## src/rtl/core/ffba_pkg.sv

```systemverilog
// shared types and constants of the first-fit bitmap allocator
package ffba_pkg;

  // map geometry
  localparam int WORD_W        = 32;
  localparam int MAP_UNITS_DEF = 1024;

  // beat field widths
  localparam int START_W = 10;
  localparam int SIZE_W  = 11;

  // operation codes
  localparam logic OP_ALLOC = 1'b0;
  localparam logic OP_FREE  = 1'b1;

  // request beat
  typedef struct packed {
    logic               operation;
    logic [START_W-1:0] block_start;
    logic [SIZE_W-1:0]  request_size;
  } in_beat_t;

  // result beat
  typedef struct packed {
    logic               granted;
    logic [START_W-1:0] run_start;
  } out_beat_t;

  // control sequencer states
  typedef enum logic [2:0] {
    ST_CLEAR,
    ST_IDLE,
    ST_SCAN,
    ST_MARK_RD,
    ST_MARK_WR,
    ST_RESP
  } state_t;

endpackage

```

## src/rtl/core/ffba_ram.sv

```systemverilog
// generic single-write, single-read ram with registered read data
module ffba_ram #(
  parameter int WIDTH = 32,
  parameter int DEPTH = 32
) (
  input  logic                                   clk,
  input  logic                                   we,
  input  logic [((DEPTH > 1) ? $clog2(DEPTH) : 1)-1:0] waddr,
  input  logic [WIDTH-1:0]                       wdata,
  input  logic [((DEPTH > 1) ? $clog2(DEPTH) : 1)-1:0] raddr,
  output logic [WIDTH-1:0]                       rdata
);

  logic [WIDTH-1:0] mem [DEPTH];

  // write port
  always_ff @(posedge clk) begin
    if (we) begin
      mem[waddr] <= wdata;
    end
  end

  // registered read port
  always_ff @(posedge clk) begin
    rdata <= mem[raddr];
  end

endmodule

```

## src/rtl/core/first_fit_bitmap_allocator_unit.sv

```systemverilog
// first-fit contiguous bitmap allocator: map ram, word scanner and run marker
//
// Keeps one occupancy bit per unit in a ram of 32-bit words. After reset a
// clearing pass writes every word to zero, one word a cycle, and no request
// is taken until it ends. An allocate reads the map one word a cycle from
// unit 0 and stops at the first word that completes a free run of the
// requested size, then rewrites the words of that run one a cycle. A free
// rewrites the words of its clipped run the same way. A refused request
// goes straight to the result without touching the map. One request is in
// work at a time; the next one is taken as soon as the result sits in the
// output register, whether or not it has been taken.
module first_fit_bitmap_allocator_unit #(
  parameter int MAP_UNITS = ffba_pkg::MAP_UNITS_DEF
) (
  input  logic                clk,
  input  logic                rst_n,
  input  logic                in_valid,
  output logic                in_ready,
  input  ffba_pkg::in_beat_t  in_data,
  output logic                out_valid,
  input  logic                out_ready,
  output ffba_pkg::out_beat_t out_data
);

  localparam int W   = ffba_pkg::WORD_W;
  localparam int WB  = $clog2(W);
  localparam int NW  = (MAP_UNITS + W - 1) / W;
  localparam int AWD = (NW > 1) ? $clog2(NW) : 1;
  localparam int CW  = $clog2(MAP_UNITS + 1);
  localparam int XW  = ((CW > ffba_pkg::SIZE_W) ? CW : ffba_pkg::SIZE_W) + 1;
  localparam int PW  = WB + 1;
  localparam logic [XW-1:0]  MAP_X  = XW'(MAP_UNITS);
  localparam logic [AWD-1:0] LAST_W = AWD'(NW - 1);

  ffba_pkg::state_t    state_r, state_nxt;
  logic                op_r, op_nxt;
  logic [XW-1:0]       size_r, size_nxt;
  logic [XW-1:0]       lo_r, lo_nxt;
  logic [XW-1:0]       hi_r, hi_nxt;
  logic [XW-1:0]       cnt_r, cnt_nxt;
  logic [AWD-1:0]      idx_r, idx_nxt;
  ffba_pkg::out_beat_t res_r, res_nxt;
  ffba_pkg::out_beat_t out_r, out_nxt;
  logic                out_valid_r, out_valid_nxt;

  // ram ports
  logic           ram_we;
  logic [AWD-1:0] ram_raddr;
  logic [W-1:0]   ram_wdata;
  logic [W-1:0]   ram_rdata;

  // datapath signals
  logic [XW-1:0]  base;
  logic [W-1:0]   used;
  logic [PW-1:0]  pos [W];
  logic [W-1:0]   hit;
  logic           hit_any;
  logic [WB-1:0]  hit_sel;
  logic [XW-1:0]  run_len;
  logic [XW-1:0]  alloc_lo;
  logic [XW-1:0]  cnt_step;
  logic [W-1:0]   run_mask;
  logic           mark_last;
  logic [XW-1:0]  req_size;
  logic [XW-1:0]  req_start;
  logic [XW-1:0]  req_end;

  ffba_ram #(
    .WIDTH(W),
    .DEPTH(NW)
  ) u_map_ram (
    .clk  (clk),
    .we   (ram_we),
    .waddr(idx_r),
    .wdata(ram_wdata),
    .raddr(ram_raddr),
    .rdata(ram_rdata)
  );

  // unit index of bit 0 of the word in hand
  assign base = XW'({idx_r, {WB{1'b0}}});

  // used bits of the word, units past the map count as used
  always_comb begin
    for (int j = 0; j < W; j++) begin
      used[j] = ram_rdata[j] | ((base + XW'(j)) >= MAP_X);
    end
  end

  // position just above the highest used bit at or below each bit
  always_comb begin
    for (int j = 0; j < W; j++) begin
      pos[j] = '0;
      for (int k = 0; k <= j; k++) begin
        if (used[k]) begin
          pos[j] = PW'(k + 1);
        end
      end
    end
  end

  // free run length ending at each bit, carrying the run from earlier words
  always_comb begin
    for (int j = 0; j < W; j++) begin
      run_len = '0;
      if (pos[j] == '0) begin
        run_len = cnt_r + XW'(j + 1);
      end else begin
        run_len = XW'(PW'(j + 1) - pos[j]);
      end
      hit[j] = !used[j] && (run_len >= size_r);
    end
  end

  // lowest bit that completes a long enough run
  always_comb begin
    hit_any = |hit;
    hit_sel = '0;
    for (int j = W - 1; j >= 0; j--) begin
      if (hit[j]) begin
        hit_sel = WB'(j);
      end
    end
  end

  assign alloc_lo = base + XW'(hit_sel) + XW'(1) - size_r;

  // free run left open at the top of the word
  assign cnt_step = (pos[W-1] == '0) ? (cnt_r + XW'(W))
                                     : XW'(PW'(W) - pos[W-1]);

  // bits of the word in hand that lie in the run being marked
  always_comb begin
    for (int j = 0; j < W; j++) begin
      run_mask[j] = ((base + XW'(j)) >= lo_r) && ((base + XW'(j)) < hi_r);
    end
  end

  assign mark_last = (((hi_r - XW'(1)) >> WB) == XW'(idx_r));

  // request fields widened for range arithmetic
  assign req_size  = XW'(in_data.request_size);
  assign req_start = XW'(in_data.block_start);
  assign req_end   = ((req_start + req_size) > MAP_X) ? MAP_X : (req_start + req_size);

  // control registers
  always_ff @(posedge clk) begin
    if (!rst_n) begin
      state_r     <= ffba_pkg::ST_CLEAR;
      idx_r       <= '0;
      out_valid_r <= 1'b0;
    end else begin
      state_r     <= state_nxt;
      idx_r       <= idx_nxt;
      out_valid_r <= out_valid_nxt;
    end
  end

  // payload registers
  always_ff @(posedge clk) begin
    op_r   <= op_nxt;
    size_r <= size_nxt;
    lo_r   <= lo_nxt;
    hi_r   <= hi_nxt;
    cnt_r  <= cnt_nxt;
    res_r  <= res_nxt;
    out_r  <= out_nxt;
  end

  // sequencer: next state, ram control and result
  always_comb begin
    state_nxt     = state_r;
    idx_nxt       = idx_r;
    op_nxt        = op_r;
    size_nxt      = size_r;
    lo_nxt        = lo_r;
    hi_nxt        = hi_r;
    cnt_nxt       = cnt_r;
    res_nxt       = res_r;
    out_nxt       = out_r;
    out_valid_nxt = out_valid_r && !out_ready;
    in_ready      = 1'b0;
    ram_we        = 1'b0;
    ram_wdata     = '0;
    ram_raddr     = idx_r;

    case (state_r)
      // zero the map after reset
      ffba_pkg::ST_CLEAR: begin
        ram_we = 1'b1;
        if (idx_r == LAST_W) begin
          idx_nxt   = '0;
          state_nxt = ffba_pkg::ST_IDLE;
        end else begin
          idx_nxt = idx_r + AWD'(1);
        end
      end

      // take a request beat and sort out refusals
      ffba_pkg::ST_IDLE: begin
        in_ready  = 1'b1;
        ram_raddr = '0;
        if (in_valid) begin
          op_nxt   = in_data.operation;
          size_nxt = req_size;
          res_nxt  = '0;
          if (in_data.operation == ffba_pkg::OP_ALLOC) begin
            if (req_size == '0 || req_size > MAP_X) begin
              state_nxt = ffba_pkg::ST_RESP;
            end else begin
              idx_nxt   = '0;
              cnt_nxt   = '0;
              state_nxt = ffba_pkg::ST_SCAN;
            end
          end else begin
            if (req_size == '0 || req_start >= MAP_X) begin
              state_nxt = ffba_pkg::ST_RESP;
            end else begin
              lo_nxt          = req_start;
              hi_nxt          = req_end;
              idx_nxt         = AWD'(req_start >> WB);
              res_nxt.granted = 1'b1;
              state_nxt       = ffba_pkg::ST_MARK_RD;
            end
          end
        end
      end

      // one map word a cycle, next word read in flight
      ffba_pkg::ST_SCAN: begin
        ram_raddr = idx_r + AWD'(1);
        if (hit_any) begin
          lo_nxt            = alloc_lo;
          hi_nxt            = alloc_lo + size_r;
          idx_nxt           = AWD'(alloc_lo >> WB);
          res_nxt.granted   = 1'b1;
          res_nxt.run_start = alloc_lo[ffba_pkg::START_W-1:0];
          state_nxt         = ffba_pkg::ST_MARK_RD;
        end else if (idx_r == LAST_W) begin
          state_nxt = ffba_pkg::ST_RESP;
        end else begin
          cnt_nxt = cnt_step;
          idx_nxt = idx_r + AWD'(1);
        end
      end

      // read the first word of the run
      ffba_pkg::ST_MARK_RD: begin
        ram_raddr = idx_r;
        state_nxt = ffba_pkg::ST_MARK_WR;
      end

      // write back the word in hand, read the next one
      ffba_pkg::ST_MARK_WR: begin
        ram_we    = 1'b1;
        ram_wdata = (op_r == ffba_pkg::OP_ALLOC) ? (ram_rdata | run_mask)
                                                 : (ram_rdata & ~run_mask);
        ram_raddr = idx_r + AWD'(1);
        if (mark_last) begin
          state_nxt = ffba_pkg::ST_RESP;
        end else begin
          idx_nxt = idx_r + AWD'(1);
        end
      end

      // hand the result to the output register once it is free
      ffba_pkg::ST_RESP: begin
        if (!out_valid_r || out_ready) begin
          out_nxt       = res_r;
          out_valid_nxt = 1'b1;
          idx_nxt       = '0;
          state_nxt     = ffba_pkg::ST_IDLE;
        end
      end

      default: begin
        state_nxt = ffba_pkg::ST_CLEAR;
        idx_nxt   = '0;
      end
    endcase
  end

  assign out_valid = out_valid_r;
  assign out_data  = out_r;

endmodule

```

## config.mk

```make
export PLATFORM = sky130hd
export DESIGN_NAME = first_fit_bitmap_allocator_unit
export DESIGN_NICKNAME = d
export VERILOG_FILES = /design/src/rtl/core/ffba_pkg.sv /design/src/rtl/core/ffba_ram.sv /design/src/rtl/core/first_fit_bitmap_allocator_unit.sv
export SDC_FILE = /design/constraint.sdc
export NUM_CORES = 2
export LEC_CHECK = 0
export CORE_AREA = 2 2 363 365
export CTS_CLUSTER_DIAMETER = 50
export CTS_CLUSTER_SIZE = 20
export DETAILED_ROUTE_END_ITERATION = 8
export DIE_AREA = 0 0 365 367
export DONT_BUFFER_PORTS = 1
export PLACE_DENSITY = 0.61
export SYNTH_ARGS = -nofsm -noshare
export SYNTH_HDL_FRONTEND = slang
export SYNTH_SLANG_ARGS = --single-unit
```

## constraint.sdc

```tcl
create_clock -name clk -period 11.35 [get_ports clk]
set_input_delay 0 -clock clk [delete_from_list [all_inputs] [get_ports clk]]
set_output_delay 0 -clock clk [all_outputs]
set_load 0.02 [all_outputs]
```

* Word-level counts from Yosys, hierarchy flattened *
Memories as Yosys holds them, arrays and structs flattened. A register that Yosys moved wholly into a read port is not among the register bits.
Index checks and enable logic that the tools add are counted.

operators by class
  $add $sub $neg = 102
  bitwise gates (word level) = 36
  muxes and demuxes = 147
  reductions and logical operators = 147
  order comparisons = 131
  equal/unequal tests = 23

operator list
  cell                                                                                    count
  12-bit two-way mux                                                                      46
  12-bit by 11-bit greater-or-equal comparator with 1-bit output                          32
  12-bit by 11-bit greater-or-equal comparator with 1-bit output (second input constant)  31
  12-bit greater-or-equal comparator                                                      31
  11-bit by 12-bit < comparator with 1-bit output                                         31
  5-bit two-way mux                                                                       41
  12-bit by 5-bit adder with 12-bit output (second input constant)                        16
  6-bit zero test                                                                         32
  6-bit two-way mux                                                                       31
  10-bit by 5-bit adder with 11-bit output (second input constant)                        16
  5-bit by 6-bit subtractor with 7-bit output (first input constant)                      16
  12-bit by 4-bit adder with 12-bit output (second input constant)                        8
  10-bit by 4-bit adder with 11-bit output (second input constant)                        8
  12-bit case mux with 2 select lines                                                     3
  1-bit logical AND                                                                       65
  32-bit two-way mux                                                                      2
  4-bit by 6-bit subtractor with 7-bit output (first input constant)                      8
  12-bit by 3-bit adder with 12-bit output (second input constant)                        4
  10-bit by 3-bit adder with 11-bit output (second input constant)                        4
  1-bit zero test                                                                         34
  32-bit bitwise AND                                                                      1
  32-bit inverter                                                                         1
  1-bit bitwise OR                                                                        32
  32-bit bitwise OR                                                                       1
  47 further kinds                                                                        92

storage, ports and cells
  bits in writable memories = 1024
  input port bits = 26
  register bits = 79
  memories kept = 1
  word-level logic and storage cells = 599
  output and inout bits = 13

memory list
  name           depth  width  rd ports  clocked after Yosys merged registers in  write ports  RTL line        text
  u_map_ram.mem  32     32     1         1                                        1            ffba_ram.sv:14  logic [WIDTH-1:0] mem [DEPTH];

* Depth between registers and ports, before layout *
  word-level depth = 76
  depth in mapped cells = 47
  mapped depth without buffers = 43

* Modules after synthesis *
From an unflattened synthesis, not the netlist that was laid out.

unflattened totals
  cell total of the unflattened synthesis = 5495
  area total of the unflattened synthesis = 64180.3 um^2

modules (own cells, without submodules)
  module                           seq. area each (um^2)  area an instance (um^2)  instances  cells an instance
  ffba_ram                         31390.1                40492.6                  1          2260
  first_fit_bitmap_allocator_unit  2282.2                 23687.7                  1          3235

* Least setup slack after synthesis *
OpenSTA, ideal clock, no wires.

  path type = flip-flop to flip-flop
  start point = reg u_map_ram.rdata[7] (read register of u_map_ram.mem)
  end point = reg hi_r[11] (data pin)
  slack = 2.793 ns
  period minus slack after synthesis = 8.557 ns
  cell stages (with the launch flop) = 40
  arrival time = 8.297 ns
  required time = 11.090 ns
  cell sequence = dfxtp_1 buf_6 or4_4 buf_6 clkinv_8 nand2_1 nand2_2 nand2_1 inv_1 ha_1 nor4b_1 nand3_1 a2111oi_0 clkbuf_1 mux2_2 ha_1 or4_1 a211oi_1 (+4 left out) a211oi_1 o21ai_0 a31oi_1 o22a_1 ha_1 inv_1 ha_1 fa_1 ha_1 a21oi_1 o21bai_1 a21oi_1 o21bai_1 a21oi_1 nor2b_1 o21a_1 o41ai_1 mux2_2

on the way
  word-level cells in the longest chain between the ends = 68
  elaborated cells between the ends (all ways) = 190

ends and longest elaborated chain
  item                                                                                   RTL line                                                                        text
  start, declared                                                                        ffba_ram.sv:11                                                                  output logic [WIDTH-1:0] rdata
  1-bit bitwise OR (*)                                                                   first_fit_bitmap_allocator_unit.sv:86                                           used[j] = ram_rdata[j] | ((base + XW'(j)) >= MAP_X);
  6-bit two-way mux (25 in a row)                                                        first_fit_bitmap_allocator_unit.sv:95                                           if (used[k]) begin
  6-bit by 6-bit subtractor with 7-bit output / 6-bit zero test (equally long branches)  first_fit_bitmap_allocator_unit.sv:109, first_fit_bitmap_allocator_unit.sv:106
  12-bit two-way mux                                                                     first_fit_bitmap_allocator_unit.sv:106                                          if (pos[j] == '0) begin
  12-bit by 11-bit greater-or-equal comparator with 1-bit output                         first_fit_bitmap_allocator_unit.sv:111                                          hit[j] = !used[j] && (run_len >= size_r);
  1-bit logical AND                                                                      first_fit_bitmap_allocator_unit.sv:111
  5-bit two-way mux (24 in a row)                                                        first_fit_bitmap_allocator_unit.sv:120                                          if (hit[j]) begin
  5-bit two-way mux (*) (8 in a row)                                                     first_fit_bitmap_allocator_unit.sv:120
  10-bit by 5-bit adder with 11-bit output (*)                                           first_fit_bitmap_allocator_unit.sv:126                                          assign alloc_lo = base + XW'(hit_sel) + XW'(1) - size_r;
  11-bit by 1-bit adder with 12-bit output (*)                                           first_fit_bitmap_allocator_unit.sv:126
  12-bit by 11-bit subtractor with 12-bit output (*)                                     first_fit_bitmap_allocator_unit.sv:126
  net alloc_lo[2]                                                                        first_fit_bitmap_allocator_unit.sv:60                                           logic [XW-1:0] alloc_lo;
  12-bit by 11-bit adder with 12-bit output (*)                                          first_fit_bitmap_allocator_unit.sv:234                                          hi_nxt = alloc_lo + size_r;
  12-bit two-way mux (*)                                                                 first_fit_bitmap_allocator_unit.sv:232                                          if (hit_any) begin
  12-bit case mux with 2 select lines (*)                                                first_fit_bitmap_allocator_unit.sv:187                                          case (state_r)
  net hi_nxt[11]                                                                         first_fit_bitmap_allocator_unit.sv:39                                           logic [XW-1:0] hi_r, hi_nxt;
  end signal, assigned                                                                   first_fit_bitmap_allocator_unit.sv:164                                          hi_r <= hi_nxt;
  end, declared                                                                          first_fit_bitmap_allocator_unit.sv:39

The timed path passes the listed nets; every way through them passes the cells marked *. The select of a mux whose other input is x is not followed.
A chain may end at the register's enable or synchronous reset.

* Final worst setup path *
  start point = reg u_map_ram.rdata[0] (read register of u_map_ram.mem)
  end point = reg hi_r[11] (data pin)

on the way
  word-level cells in the longest chain between the ends = 75
  elaborated cells between the ends (all ways) = 232

ends and longest elaborated chain
  item                                                                                   RTL line
  1-bit bitwise OR (*)                                                                   first_fit_bitmap_allocator_unit.sv:86
  1-bit two-way mux                                                                      first_fit_bitmap_allocator_unit.sv:95
  6-bit two-way mux (31 in a row)                                                        first_fit_bitmap_allocator_unit.sv:95
  6-bit by 6-bit subtractor with 7-bit output / 6-bit zero test (equally long branches)  first_fit_bitmap_allocator_unit.sv:109, first_fit_bitmap_allocator_unit.sv:106
  12-bit two-way mux                                                                     first_fit_bitmap_allocator_unit.sv:106
  12-bit by 11-bit greater-or-equal comparator with 1-bit output                         first_fit_bitmap_allocator_unit.sv:111
  1-bit logical AND                                                                      first_fit_bitmap_allocator_unit.sv:111
  5-bit two-way mux (31 in a row)                                                        first_fit_bitmap_allocator_unit.sv:120
  5-bit two-way mux (*)                                                                  first_fit_bitmap_allocator_unit.sv:120
  10-bit by 5-bit adder with 11-bit output (*)                                           first_fit_bitmap_allocator_unit.sv:126
  11-bit by 1-bit adder with 12-bit output (*)                                           first_fit_bitmap_allocator_unit.sv:126
  12-bit by 11-bit subtractor with 12-bit output (*)                                     first_fit_bitmap_allocator_unit.sv:126
  net alloc_lo[9]                                                                        first_fit_bitmap_allocator_unit.sv:60
  12-bit by 11-bit adder with 12-bit output (*)                                          first_fit_bitmap_allocator_unit.sv:234
  12-bit two-way mux (*)                                                                 first_fit_bitmap_allocator_unit.sv:232
  12-bit case mux with 2 select lines (*)                                                first_fit_bitmap_allocator_unit.sv:187
  net hi_nxt[11]                                                                         first_fit_bitmap_allocator_unit.sv:39

Marked as above.

==> run summary <==
Chip Height = 367 um
Pleak = 0.0251 uW
CP Launch Type = flop
Min-delay worst type = in -> reg
Die X = 365 um
Boundary Pins = 39
Fmax = 96.6 MHz
Pwr Density = 154 nW/um2
Worst Skew = 0.0719 ns
Max Cap Viol = 0
Max Slew Vio Count = 0
Final hold vios = 0
Worst vdd ir = 226 uV
CTS Buffer Depth = 3
Slew Limit Headroom = 12.1%
Mean post-synth cell area = 10.7 um2
Via count = 50100
Commonest non-fill, non-tap cell in the layout = edfxtp_1
Crit path required time = 11.84 ns
Seq cells post-synth = 1135
RSZ-0062 raised after global routing = false
Final TNS setup = 0 ns
Logic pwr share = 22.8%
Clk pwr share = 34.9%
Post_cts resized = 0
HPWL after DPL = 149000 um
Slowest cell on the critical path = o41ai_1
All-Layer GR Usage = 34.0%
Residual DRC = 0
Net switching fraction of the power = 31.5%
Root buf cell = clkbuf_16
Pre-CTS setup slack = 1.17 ns
Total wire length = 231000 um
Syn Inst Count = 6027
Crit Path Max Fanout = 19
Num rows = 133
Clock slew at reported path FFs = 0.07 ns
Clock Sinks = 1135
Setup violations, final = 0
Psw = 3500 uW
First-pass GRT wire length = 332000 um
DRT iter0 DRCs = 5580
CP max stage delay = 0.94 ns
GPL Wtd Cong = 1.07
Highest-count cells in the layout ignoring fill and taps = edfxtp_1 (1094), nand2_1 (761), ha_1 (469)
Post-synth EDFFs = 1094
H-tree levels = 3
Antenna-violating nets left = 0
Drt first pass iters = 6
Largest net degree at the start of global routing = 179
Sequential power share = 42.4%
Vias/cell = 6.38
Sequential area share after synthesis = 52.0%
Core area = 130000 um2
CP Capture Type = flop
Nets = 6505
Cell Area, Synth = 64700 um2
Setup ws final = 0.995 ns
Pint = 7610 uW
Most used DFF post-synth = edfxtp_1
Synth warn = 0
DIE AREA = 134000 um2
PortBufs = 0
Status = completed
Crit path time final = 10.36 ns
Number of global-route vias before repair = 46800
Initial antenna violation count = 8
DR WL/cell = 29.4 um
Type of the worst setup path = reg -> reg
Share of layout cells above drive strength 1 = 9.59%
Starting density of the core = 49.6%
CTS tree = done
Num CTS Buffers = 107
FFs w/ async S/R, synth = 0%
Fin crit share = 91.2%
Arrival time at the worst endpoint = 10.85 ns
Clock latency on the worst-skew pair = 0.76 ns
Area growth syn-to-layout = 11.5%
Syn nets = 6527
Total gr overflow = 0
Worst-Margin Slew = 1.32 ns
Yosys cell types = 103
timing repair:
item / 4_1_cts / 5_1_grt
endpoints found under the hold margin: 102 / 0
setup buffers: 0 / 0
hold buffers: 37 / 0
endpoints found under the setup margin: 0 / 0
stage by stage:
step                      instances  cell area, um2  utilization, %  hold slack (ns)  total power (uW)
final                          7855           72100            55.3           0.0641             11100
after global routing           7854           72100            55.3           0.0495             11600
after CTS                      7853           72100            55.3         0.000443             11100
after detailed placement       7613           67900            52.0           0.0992              7260
after global placement         7613           67900            52.0           0.0991              7250
after floorplan                6027           64700               -           0.0989              6430
power groups by stage:
stage / sequential [uW] / combinational [uW] / clock [uW]
after floorplan: 4720 / 1720 / 0
after global placement: 4790 / 2460 / 0
after detailed placement: 4800 / 2460 / 0
after CTS: 4700 / 2490 / 3930
after global routing: 4710 / 2780 / 4080
final: 4710 / 2530 / 3870
synthesized netlist by cell type (all sizes together), types with 34 or more instances:
| cell type | n | area (um2) |
|---|---|---|
| xnor2 | 164 | 1440 |
| and2 | 293 | 1830 |
| a211oi | 425 | 3200 |
| nor3 | 68 | 345 |
| a21oi | 390 | 1960 |
| nand2 | 765 | 2880 |
| a21o | 104 | 781 |
| edfxtp | 1094 | 32900 |
| nand2b | 55 | 344 |
| ha | 471 | 5890 |
| dfxtp | 41 | 821 |
| o21ai | 219 | 1110 |
| nor2b | 37 | 231 |
| a31oi | 169 | 1060 |
| inv | 120 | 450 |
| buf | 43 | 210 |
| nand3 | 66 | 330 |
| xor2 | 105 | 920 |
| or3 | 34 | 218 |
| a311oi | 130 | 1140 |
| clkbuf | 349 | 1310 |
| nor2 | 444 | 1680 |
path summary, 6_finish.rpt:
| path | start | end | slack [ns] | cells after the start |
|---|---|---|---|---|
| setup / recovery | u_map_ram.rdata[0] | hi_r[11] | 0.99 | 39 |
| hold / removal | in_data[0] | size_r[0] | 0.06 | 1 |
| setup reg to reg | u_map_ram.rdata[0] | hi_r[11] | 0.99 | 39 |
| hold reg to reg | res_r[6] | out_data[6] | 0.43 | 0 |
registers in the layout (all words and copies together), names as in the netlist, 3 cells and up:
register	count
cnt_r	12
res_r	11
u_map_ram.rdata	32
lo_r	12
idx_r	5
out_data	11
size_r	11
hi_r	12
state_r	3
u_map_ram.mem	1024
final cells by class:
type	instances	area [um2]
Inverter	125	483
Tap cell	1755	2200
Timing Repair Buffer	261	2160
Multi-Input combinational cell	4375	29800
Sequential cell	1135	33700
Clock inverter	91	1140
Clock buffer	112	2720
Antenna cell	1	2.50
Fill cell	11300	58300
kinds of logic after synthesis:
group	after synthesis	share of synthesized area, %
AO/OA/AOI/OAI	1700	17.7
buffers and inverters	517	3.10
AND/OR/NAND/NOR	1898	13.7
adder cells (fa/ha/maj)	474	9.20
XOR/XNOR	269	3.64
flip-flops	1135	52.0
multiplexers	34	0.545
critical path, delay by kind of cell, from the launching register on:
kind,cells,cell delay (ns)
compound gates,22,5.49
xor+xnor,1,0.23
fa+ha+maj,5,1.61
buf+inv,3,0.47
flops,1,0.52
mux,1,0.37
simple gates,7,1.41
layer usage:
metal	track usage, %	part of all wire [%]	vias to the layer above
met5	0	0.023	-
met4	18.5	6.4	8
met3	4.21	7.2	550
met2	52.7	45	2161
met1	46.6	42	24800
li1	-	-	22600
Power figures use the tool's default switching activity.
